### src/b64dec_pkg.sv
// Package for the base64 stream decoder: constants, job type, sextet map.
// Depends on nothing.
package b64dec_pkg;

  localparam int MAX_ENCODED_LEN = 65536;
  localparam int CNT_W = $clog2(MAX_ENCODED_LEN + 2);
  localparam logic [CNT_W-1:0] MAX_CNT = CNT_W'(MAX_ENCODED_LEN);

  localparam int QDEPTH = 4;
  localparam int QAW = $clog2(QDEPTH);

  localparam logic [7:0] CH_PAD   = 8'h3D;
  localparam logic [7:0] CH_PLUS  = 8'h2B;
  localparam logic [7:0] CH_SLASH = 8'h2F;
  localparam logic [7:0] CH_UA    = 8'h41;
  localparam logic [7:0] CH_UZ    = 8'h5A;
  localparam logic [7:0] CH_LA    = 8'h61;
  localparam logic [7:0] CH_LZ    = 8'h7A;
  localparam logic [7:0] CH_D0    = 8'h30;
  localparam logic [7:0] CH_D9    = 8'h39;

  typedef enum logic [1:0] {
    ST_OK       = 2'd0,
    ST_BAD      = 2'd1,
    ST_TOO_BIG  = 2'd2
  } status_t;

  typedef struct packed {
    logic [23:0] triple;
    logic [1:0]  nbytes;
    logic        has_status;
    status_t     status;
  } job_t;

  // Return {valid, sextet}.
  function automatic logic [6:0] sextet_of(input logic [7:0] c);
    logic [6:0] r;
    r = 7'd0;
    if (c >= CH_UA && c <= CH_UZ) begin
      r = {1'b1, 6'(c - CH_UA)};
    end else if (c >= CH_LA && c <= CH_LZ) begin
      r = {1'b1, 6'(c - CH_LA + 8'd26)};
    end else if (c >= CH_D0 && c <= CH_D9) begin
      r = {1'b1, 6'(c - CH_D0 + 8'd52)};
    end else if (c == CH_PLUS) begin
      r = {1'b1, 6'd62};
    end else if (c == CH_SLASH) begin
      r = {1'b1, 6'd63};
    end
    return r;
  endfunction

endpackage

### src/b64dec_if.sv
// Valid/ready channel interfaces for encoded characters and decoded results.
// Depends on nothing.
interface b64dec_in_if;
  logic       valid;
  logic       ready;
  logic [7:0] ch;
  logic       last;
  modport source (output valid, ch, last, input ready);
  modport sink (input valid, ch, last, output ready);
endinterface

interface b64dec_out_if;
  logic       valid;
  logic       ready;
  logic [7:0] data_byte;
  logic       is_status;
  logic [1:0] status;
  logic       last_res;
  modport source (output valid, data_byte, is_status, status, last_res, input ready);
  modport sink (input valid, data_byte, is_status, status, last_res, output ready);
endinterface

### src/b64dec_front.sv
// Front end: accepts characters, tracks quad state and errors, builds jobs.
// Depends on b64dec_pkg.
module b64dec_front import b64dec_pkg::*; (
  input  logic       clk,
  input  logic       rst,
  input  logic       in_valid,
  output logic       in_ready,
  input  logic [7:0] ch,
  input  logic       last,
  output logic       job_valid,
  output job_t       job,
  input  logic       job_ready
);

  logic [1:0]       pos, pos_next;
  logic [17:0]      acc, acc_next;
  logic [1:0]       pad, pad_next;
  logic             pdone, pdone_next;
  logic             bad, bad_next;
  logic [CNT_W-1:0] cnt, cnt_next;

  always_comb begin
    logic [6:0] sx;
    logic [5:0] sv;
    logic       emit;
    sx = sextet_of(ch);
    sv = 6'd0;
    emit = 1'b0;
    pos_next = pos;
    acc_next = acc;
    pad_next = pad;
    pdone_next = pdone;
    bad_next = bad | pdone;
    cnt_next = (cnt <= MAX_CNT) ? cnt + 1'b1 : cnt;
    job = '0;

    if (ch == CH_PAD) begin
      if (pos < 2'd2) begin
        bad_next = 1'b1;
      end else begin
        pad_next = pad + 2'd1;
      end
    end else begin
      if (!sx[6]) begin
        bad_next = 1'b1;
      end else begin
        sv = sx[5:0];
      end
      if (pad != 2'd0) begin
        bad_next = 1'b1;
      end
    end

    if (pos != 2'd3) begin
      acc_next = {acc[11:0], sv};
      pos_next = pos + 2'd1;
    end else begin
      job.triple = {acc, sv};
      job.nbytes = 2'd3;
      if (pad_next != 2'd0) begin
        pdone_next = 1'b1;
        job.nbytes = (pad_next >= 2'd2) ? 2'd1 : 2'd2;
      end
      emit = !bad_next && (cnt_next <= MAX_CNT);
      if (!emit) begin
        job.nbytes = 2'd0;
      end
      acc_next = '0;
      pad_next = '0;
      pos_next = '0;
    end

    if (last) begin
      job.has_status = 1'b1;
      if (cnt_next > MAX_CNT) begin
        job.status = ST_TOO_BIG;
      end else if (bad_next || pos_next != 2'd0) begin
        job.status = ST_BAD;
      end else begin
        job.status = ST_OK;
      end
      pos_next = '0;
      acc_next = '0;
      pad_next = '0;
      pdone_next = 1'b0;
      bad_next = 1'b0;
      cnt_next = '0;
    end

    job_valid = in_valid && (emit || last);
  end

  assign in_ready = job_ready;

  always_ff @(posedge clk) begin
    if (rst) begin
      pos <= '0;
      acc <= '0;
      pad <= '0;
      pdone <= 1'b0;
      bad <= 1'b0;
      cnt <= '0;
    end else if (in_valid && in_ready) begin
      pos <= pos_next;
      acc <= acc_next;
      pad <= pad_next;
      pdone <= pdone_next;
      bad <= bad_next;
      cnt <= cnt_next;
    end
  end

endmodule

### src/b64dec_queue.sv
// Short job queue between front and back ends.
// Depends on b64dec_pkg.
module b64dec_queue import b64dec_pkg::*; (
  input  logic clk,
  input  logic rst,
  input  logic push,
  input  job_t din,
  output logic full,
  input  logic pop,
  output job_t dout,
  output logic not_empty
);

  job_t           mem [QDEPTH];
  logic [QAW-1:0] wr_ptr;
  logic [QAW-1:0] rd_ptr;
  logic [QAW:0]   count;

  assign full = (count == (QAW+1)'(QDEPTH));
  assign not_empty = (count != '0);
  assign dout = mem[rd_ptr];

  always_ff @(posedge clk) begin
    if (push) begin
      mem[wr_ptr] <= din;
    end
  end

  always_ff @(posedge clk) begin
    if (rst) begin
      wr_ptr <= '0;
      rd_ptr <= '0;
      count <= '0;
    end else begin
      if (push) begin
        wr_ptr <= wr_ptr + 1'b1;
      end
      if (pop) begin
        rd_ptr <= rd_ptr + 1'b1;
      end
      if (push && !pop) begin
        count <= count + 1'b1;
      end else if (pop && !push) begin
        count <= count - 1'b1;
      end
    end
  end

endmodule

### src/b64dec_back.sv
// Back end: unpacks each job into byte beats and, for a text's last job, the closing status beat.
// Depends on b64dec_pkg.
module b64dec_back import b64dec_pkg::*; (
  input  logic       clk,
  input  logic       rst,
  input  logic       q_not_empty,
  input  job_t       q_dout,
  output logic       q_pop,
  output logic       out_valid,
  input  logic       out_ready,
  output logic [7:0] data_byte,
  output logic       is_status,
  output logic [1:0] status,
  output logic       last_res
);

  job_t       cur;
  logic       cur_valid;
  logic [1:0] k;
  logic [2:0] nres;
  logic       fire;
  logic       job_end;
  logic       load;

  assign nres = {1'b0, cur.nbytes} + {2'b00, cur.has_status};
  assign fire = cur_valid && out_ready;
  assign job_end = ({1'b0, k} + 3'd1) == nres;
  assign load = !cur_valid || (fire && job_end);
  assign q_pop = load && q_not_empty;

  always_comb begin
    out_valid = cur_valid;
    is_status = (k == cur.nbytes);
    last_res = is_status;
    status = is_status ? cur.status : ST_OK;
    case (k)
      2'd0:    data_byte = cur.triple[23:16];
      2'd1:    data_byte = cur.triple[15:8];
      2'd2:    data_byte = cur.triple[7:0];
      default: data_byte = 8'd0;
    endcase
    if (is_status) begin
      data_byte = 8'd0;
    end
  end

  always_ff @(posedge clk) begin
    if (q_pop) begin
      cur <= q_dout;
    end
  end

  always_ff @(posedge clk) begin
    if (rst) begin
      cur_valid <= 1'b0;
      k <= '0;
    end else if (load) begin
      cur_valid <= q_not_empty;
      k <= '0;
    end else if (fire) begin
      k <= k + 2'd1;
    end
  end

endmodule

### src/base64_stream_decoder_unit.sv
// Base64 stream decoder: one character beat in, byte and status beats out.
// A job is written into the job queue at its accepting edge, then loaded into the back end's current job before
// its first result is offered. Throughput: one character per cycle while the job queue is not full, and one
// result per cycle while results.ready is high; a full 4-entry job queue holds the input.
// Reset (rst, synchronous): clears quad state, error flags, queue, output.
module base64_stream_decoder_unit import b64dec_pkg::*; (
  input  logic clk,
  input  logic rst,
  b64dec_in_if.sink    chars,
  b64dec_out_if.source results
);

  logic job_valid;
  job_t job;
  logic q_full;
  logic q_pop;
  job_t q_dout;
  logic q_not_empty;

  b64dec_front u_front (
    .clk       (clk),
    .rst       (rst),
    .in_valid  (chars.valid),
    .in_ready  (chars.ready),
    .ch        (chars.ch),
    .last      (chars.last),
    .job_valid (job_valid),
    .job       (job),
    .job_ready (!q_full)
  );

  b64dec_queue u_queue (
    .clk       (clk),
    .rst       (rst),
    .push      (job_valid && !q_full),
    .din       (job),
    .full      (q_full),
    .pop       (q_pop),
    .dout      (q_dout),
    .not_empty (q_not_empty)
  );

  b64dec_back u_back (
    .clk         (clk),
    .rst         (rst),
    .q_not_empty (q_not_empty),
    .q_dout      (q_dout),
    .q_pop       (q_pop),
    .out_valid   (results.valid),
    .out_ready   (results.ready),
    .data_byte   (results.data_byte),
    .is_status   (results.is_status),
    .status      (results.status),
    .last_res    (results.last_res)
  );

endmodule

### src/flat_wrapper.sv
// flat-port wrapper written by rule: the top's interface ports become plain ports
module base64_stream_decoder_unit_flat import b64dec_pkg::*;
  (clk, rst, chars_valid, chars_ch, chars_last, chars_ready, results_valid, results_data_byte, results_is_status, results_status, results_last_res, results_ready);
  b64dec_in_if chars_i ();
  b64dec_out_if results_i ();
  input  logic clk;
  input  logic rst;
  input wire logic [$bits(chars_i.valid)-1:0] chars_valid;
  input wire logic [$bits(chars_i.ch)-1:0] chars_ch;
  input wire logic [$bits(chars_i.last)-1:0] chars_last;
  output wire logic [$bits(chars_i.ready)-1:0] chars_ready;
  output wire logic [$bits(results_i.valid)-1:0] results_valid;
  output wire logic [$bits(results_i.data_byte)-1:0] results_data_byte;
  output wire logic [$bits(results_i.is_status)-1:0] results_is_status;
  output wire logic [$bits(results_i.status)-1:0] results_status;
  output wire logic [$bits(results_i.last_res)-1:0] results_last_res;
  input wire logic [$bits(results_i.ready)-1:0] results_ready;
  assign chars_i.valid = chars_valid;
  assign chars_i.ch = chars_ch;
  assign chars_i.last = chars_last;
  assign chars_ready = chars_i.ready;
  assign results_valid = results_i.valid;
  assign results_data_byte = results_i.data_byte;
  assign results_is_status = results_i.is_status;
  assign results_status = results_i.status;
  assign results_last_res = results_i.last_res;
  assign results_i.ready = results_ready;
  base64_stream_decoder_unit u_core (.clk(clk), .rst(rst), .chars(chars_i), .results(results_i));
endmodule
### config.mk
export PLATFORM = sky130hd
export DESIGN_NAME = base64_stream_decoder_unit_flat
export DESIGN_NICKNAME = d
export VERILOG_FILES = /design/src/b64dec_pkg.sv /design/src/b64dec_if.sv /design/src/b64dec_front.sv /design/src/b64dec_queue.sv /design/src/b64dec_back.sv /design/src/base64_stream_decoder_unit.sv /design/src/flat_wrapper.sv
export SDC_FILE = /design/constraint.sdc
export NUM_CORES = 1
export LEC_CHECK = 0
export ABC_AREA = 1
export BUFFER_PORTS_ARGS = -buffer_cell sky130_fd_sc_hd__buf_2
export CAP_MARGIN = 20
export CORE_ASPECT_RATIO = 0.75
export CORE_MARGIN = 2
export CORE_UTILIZATION = 43
export DETAILED_ROUTE_END_ITERATION = 7
export GPL_TIMING_DRIVEN = 0
export HOLD_SLACK_MARGIN = 0.12
export PLACE_DENSITY = 0.72
export SYNTH_ARGS = -nofsm -noshare
export SYNTH_HDL_FRONTEND = slang
export SYNTH_HIERARCHICAL = 1
export SYNTH_SLANG_ARGS = --single-unit
### constraint.sdc
create_clock -name clk -period 3.39 [get_ports clk]
set_clock_uncertainty 0.2 [all_clocks]
set_input_delay 0.1695 -clock clk [delete_from_list [all_inputs] [get_ports clk]]
set_output_delay 0.1695 -clock clk [all_outputs]
set_load 0.01 [all_outputs]
Word level (Yosys, flattened, before mapping)
Memories as Yosys holds them, arrays and structs flattened. A register that Yosys moved wholly into a read port is not among the register bits.
Cells that the tools add are included.

storage, ports and cells
  bits in registers = 51
  logic and storage cells = 118
  bits of input ports = 13
  output and inout bits = 14
  bits in writable memories = 116
  memories kept = 1

operators by class
  $lt $le $gt $ge = 11
  muxes and demuxes = 40
  eq/ne operators = 10
  add/sub/neg operators = 15
  reductions and logical operators = 29
  bitwise operators = 1

memory list
  memory              words  width  read ports  clocked after memory_dff  wr ports  line                text
  u_core.u_queue.mem  4      29     1           1                         1         b64dec_queue.sv:14  job_t mem [QDEPTH];

operator list
  operator                                                           count
  2-to-1 mux 18 bit                                                  2
  2-to-1 mux 7 bit                                                   5
  <= comparator 17 bit, second input constant                        2
  2-to-1 mux 17 bit                                                  2
  2-to-1 mux 26 bit                                                  1
  equality test 8 x 6 -> 1 bit, second input constant                3
  case mux 8 bit (3 select lines)                                    1
  2-to-1 mux 2 bit                                                   11
  adder 17 x 1 -> 17 bit, second input constant                      1
  > comparator 17 bit, second input constant                         1
  greater-or-equal comparator 8 x 7 -> 1 bit, second input constant  2
  <= comparator 8 x 7 -> 1 bit, second input constant                2
  logical AND 1 bit                                                  12
  2-to-1 mux 1 bit                                                   12
  2-to-1 mux 6 bit                                                   2
  subtractor 6 bit, second input constant                            2
  adder 2 x 1 -> 2 bit, second input constant                        5
  nonzero test 2 bit                                                 5
  2-to-1 mux 3 bit                                                   3
  greater-or-equal comparator 8 x 6 -> 1 bit, second input constant  1
  <= comparator 8 x 6 -> 1 bit, second input constant                1
  2-to-1 mux 8 bit                                                   1
  adder 6 x 5 -> 6 bit, second input constant                        1
  adder 6 bit, second input constant                                 1
  20 further kinds                                                   27

Depth between registers and ports, before layout
  depth after elaboration = 19
  gate-level depth with buffers = 28
  depth with buffers taken out = 27

Cells and area by module
The synthesis kept the hierarchy.

modules (own cells, without submodules)
  module                      instances  sequential area each (um^2)  cells each  area an instance (um^2)
  b64dec_queue                1          3,663.5                      340         5,058.6
  b64dec_front                1          820.8                        527         3,151.8
  b64dec_back                 1          930.9                        130         1,447.6
  base64_stream_decoder_unit  1          0.0                          3           13.8

Worst setup path before layout
No wires, ideal clock.

  path type = reg2reg
  start point = register u_core/u_back/cur[3] (netlist name)
  end point = register u_core.u_queue.count[1]
  arrival time = 3.081 ns
  path slack = -0.007 ns
  path buffers = 0
  period minus slack after synthesis = 3.397 ns
  library setup time = 0.116 ns
  cell stages (with the launch flop) = 15
  data required time = 3.074 ns
  cells stage by stage = edfxtp_1 ha_1 ha_1 inv_1 nand2_1 nand2_1 nor2_4 nand2_2 a21boi_2 inv_1 ha_1 inv_1 fa_1 o21ai_0 nor2_1

on the way
  word-level cells in the longest chain between the ends = 8
  elaborated cells on any way between the ends = 10
  those cells by class = add/sub (1); eq/ne (1); mux (1); reduce/logical (7)

RTL lines
  item                                                    line                              text
  adder 2 x 1 -> 3 bit (*)                                b64dec_back.sv:25                 assign nres = {1'b0, cur.nbytes} + {2'b00, cur.has_status};
  equality test 3 bit (*)                                 b64dec_back.sv:27                 assign job_end = ({1'b0, k} + 3'd1) == nres;
  logical AND 1 bit (*)                                   b64dec_back.sv:28                 assign load = !cur_valid || (fire && job_end);
  logical OR 1 bit (*)                                    b64dec_back.sv:28
  logical AND 1 bit (*)                                   b64dec_back.sv:29                 assign q_pop = load && q_not_empty;
  net u_core.q_pop                                        base64_stream_decoder_unit.sv:16  logic q_pop;
  zero test 1 bit                                         b64dec_queue.sv:41                if (push && !pop) begin
  logical AND 1 bit                                       b64dec_queue.sv:41
  2-to-1 mux 3 bit or nonzero test 2 bit (tied branches)  n/a
  end signal: assignment                                  b64dec_queue.sv:42                count <= count + 1'b1;
  end signal: assignment                                  b64dec_queue.sv:44                count <= count - 1'b1;
  end: declaration                                        b64dec_queue.sv:17                logic [QAW:0] count;

The timed path passes the listed nets; every way through them passes the cells marked *.
A chain may end at the register's enable or synchronous reset.

Worst setup path in the final report
  start point = register u_core.u_front.cnt[1]
  end point = register u_core.u_queue.count[2]

on the way
  word-level cells in the longest chain between the ends = 11
  elaborated cells on any way between the ends = 14
  those cells by class = add/sub (1); order compare (2); mux (3); reduce/logical (8)

RTL lines
  item                                                            line                              text
  start: declaration                                              b64dec_front.sv:20                logic [CNT_W-1:0] cnt, cnt_next;
  start signal: assignment                                        b64dec_front.sv:109               cnt <= cnt_next;
  adder 17 x 1 -> 17 bit or <= comparator 17 bit (tied branches)  b64dec_front.sv:34                cnt_next = (cnt <= MAX_CNT) ? cnt + 1'b1 : cnt;
  2-to-1 mux 17 bit (*)                                           b64dec_front.sv:34
  <= comparator 17 bit (*)                                        b64dec_front.sv:64                emit = !bad_next && (cnt_next <= MAX_CNT);
  logical AND 1 bit (*)                                           b64dec_front.sv:64
  2-to-1 mux 1 bit (*)                                            b64dec_front.sv:54                if (pos != 2'd3) begin
  logical OR 1 bit (*)                                            b64dec_front.sv:90                job_valid = in_valid && (emit || last);
  logical AND 1 bit (*)                                           b64dec_front.sv:90
  net u_core.job_valid                                            base64_stream_decoder_unit.sv:13  logic job_valid;
  logical AND 1 bit (*)                                           base64_stream_decoder_unit.sv:35  .push (job_valid && !q_full),
  zero test 1 bit                                                 b64dec_queue.sv:43                end else if (pop && !push) begin
  logical AND 1 bit                                               b64dec_queue.sv:43
  nonzero test 2 bit (no line)                                    n/a

Marked as above.

==> run metrics <==
port buffer count 24; largest net degree at the start of global routing 22; post-synth cell types 40; Chip Height 134 um; DIE AREA 23,700 um^2; final WL 21,600 um; Fin Setup TNS 0 ns; Max Fclk 301 MHz; fin nets 1,112; gr ovfl total 0; Worst Path Max Fanout 4; hold slack 0.157 ns; critical path startpoint u_core/u_front/cnt[1]; flop2flop setup slack 0.07 ns; Non-Filler Instances 1,380; GRT Total Usage 18.7%; actual slew at the worst max-slew pin 0.862 ns; # rows 47; Setup WS post-layout 0.0683 ns; syn_nets 1,039; first-pass GRT wire length 34,200 um; DRC viols 0; post-layout utilization of the core 51.2%; layout cells sized above 1 23.3%; post-synthesis sequential area ratio 56.0%; Worst Hold Class in -> reg; H-tree levels 4; later-pin clock latency in the skew report 0.42 ns; commonest non-fill, non-tap cell in the layout nand2_1; routability cong. 0.880; I/O Pins 27; share of the synthesized area in the top cell type 45.0%; Fillers 1,976; clk buf depth 2; CTS tree built; Post-synth top flop edfxtp_1; Via density 5.15; Place WS -0.717 ns; post-synth top area cell edfxtp_1; number of synthesized flops with an enable pin 145; Syn Std Cell Area 9670 um^2; CP Launch Type flip-flop; initial antenna violation count 0; drt pass-1 iters 5; CTS Sinks 198; CORE AREA 22,100 um^2; total CTS buffers 17; Buf/Inv on CP 4; initial drt markers 607; CP max-delay cell dfxtp_4; RR Startpoint u_core/u_front/cnt[1]; placed cell count 1,322; Chip Width 177 um; outcome finished clean; syn avg cell area 9.67 um^2; Max Cap Violations 0; synth top area cells edfxtp_1 (45%), dfxtp_1 (11%), nand2_1 (9.5%), nor2_1 (3.4%), o21ai_0 (3.4%); RSZ-0062 raised after global routing yes; CP Capture Type flip-flop; cells after synthesis 1,000; clk slew on worst S/H paths 0.07 ns; CP delay by family, top simple AND/OR/NAND/NOR gates; maximum VDD drop 319 uV; Diodes inserted 0; number of global-route vias before repair 6,506; Root Driver clkbuf_16; area grow syn2layout 16.8%; Power Dens Cells 647 nW/um^2; max-slew violation count 0; Leakage Power 4.34 nW; cell mode on critical path nand2_2; drt wl/cell 15.7 um; CP peak stage delay 0.37 ns; Seq cells post-synth 198; kind of critical path reg -> reg; hpwl dp 14,800 um; WP data required 3.52 ns; min cycle time layout 3.32 ns; Starting Density 43.9%; asr flop ratio synth 0%; Min-Delay Startpoint chars_ch[3]; slew margin rel. 42.2%; setup violators final 0; most frequent cells in the layout nand2_1 (234), edfxtp_1 (145), nor2_1 (76); fin crit share 98.0%; Final Hold Viols 0; Yosys warnings 6; routed via count 7,113; antenna-violating nets left 0; CP arrival 3.45 ns
## per-stage QoR
| stage | instance area [um^2] | total power [mW] |
|---|---|---|
| after global placement | 10200 | 5.24 |
| after CTS | 11100 | 7.27 |
| after detailed placement | 10300 | 5.31 |
| after global routing | 11300 | 7.72 |
| final | 11300 | 7.31 |
| after floorplan | 9680 | 4.66 |
## Yosys cell counts (10+ instances only)
master	n
nand2_1	246
edfxtp_1	145
nor2_1	88
inv_1	78
o21ai_0	66
dfxtp_1	53
a21oi_1	48
nand3_1	44
ha_1	25
nor2_4	24
nor2_2	22
o22ai_2	20
buf_2	18
clkbuf_1	15
o21ai_1	12
nand4_1	11
xor2_1	11
o22ai_1	10
## state kept, by name, indices dropped and copies added, names as in the netlist, named ones only
| name | count |
|---|---|
| u_core/u_queue/mem | 116 |
| u_core/u_back/cur | 29 |
| u_core/u_front/acc | 18 |
| u_core/u_front/cnt | 17 |
| u_core/u_queue/count | 3 |
| u_core/u_back/k | 2 |
| u_core/u_front/pad | 2 |
| u_core/u_front/pos | 2 |
| u_core/u_queue/rd_ptr | 2 |
| u_core/u_queue/wr_ptr | 2 |
| u_core/u_back/out_valid | 1 |
| u_core/u_front/bad | 1 |
| u_core/u_front/pdone | 1 |
## power breakdown
| part | switching, mW | internal (mW) |
|---|---|---|
| combinational | 1.44 | 0.803 |
| clock | 0.880 | 1.03 |
| sequential | 0.146 | 3.00 |
| total | 2.46 | 4.84 |
## routing by layer
| layer | vias to the layer above | global-route usage, % | routed length [um] |
|---|---|---|---|
| met4 | 0 | 3.26 | 61 |
| li1 | 3496 | - | - |
| met2 | 265 | 29.1 | 9970 |
| met1 | 3346 | 27.3 | 10000 |
| met5 | - | 0 | 0 |
| met3 | 6 | 3.74 | 1590 |
## final cells by class
type	count	area, um^2	share of cell area [%]
multi-input cells	670	3810	33.7
repair buffers	53	482	4.26
clock buffers	21	440	3.90
well taps	294	368	3.26
inverters	87	354	3.13
clock inverters	11	115	1.02
plain buffers	46	293	2.59
flip-flops and latches	198	5430	48.1
## path summary, 6_finish.rpt
path                                                  to  cells past startpoint
worst min-delay path               u_core/u_front/acc[3]                      5
worst max register to register   u_core/u_queue/count[2]                     26
worst min register to register  u_core/u_queue/rd_ptr[1]                      1
worst max-delay path             u_core/u_queue/count[2]                     26
## tightest hold or removal path, cell delays in order
cell	delay, ns
buf_2	0.17
xor2_1	0.11
nand2_1	0.08
nand4_1	0.10
a21oi_1	0.12
## kinds of logic (layout without fill, tap and decap cells)
kind of cell | Yosys count | count (layout) | synth area share, %
and+or+nand+nor | 456 | 456 | 21.7
AOI/OAI and AO/OA | 169 | 170 | 10.8
DFF | 198 | 198 | 56.0
buffers and inverters | 133 | 218 | 6.44
adders and majority gates | 26 | 26 | 3.44
xor gates and xnor gates | 18 | 18 | 1.63
## repair_timing
action | CTS | global route
endpoints found under the setup margin | 118 | 98
gates resized for setup | 19 | 55
pin swaps | 7 | 27
hold buffers | 5 | 0
endpoints found under the hold margin | 37 | 0
gates cloned | 1 | 1
buffers inserted | 8 | 11
No activity file was read; power rests on OpenSTA's default activity.
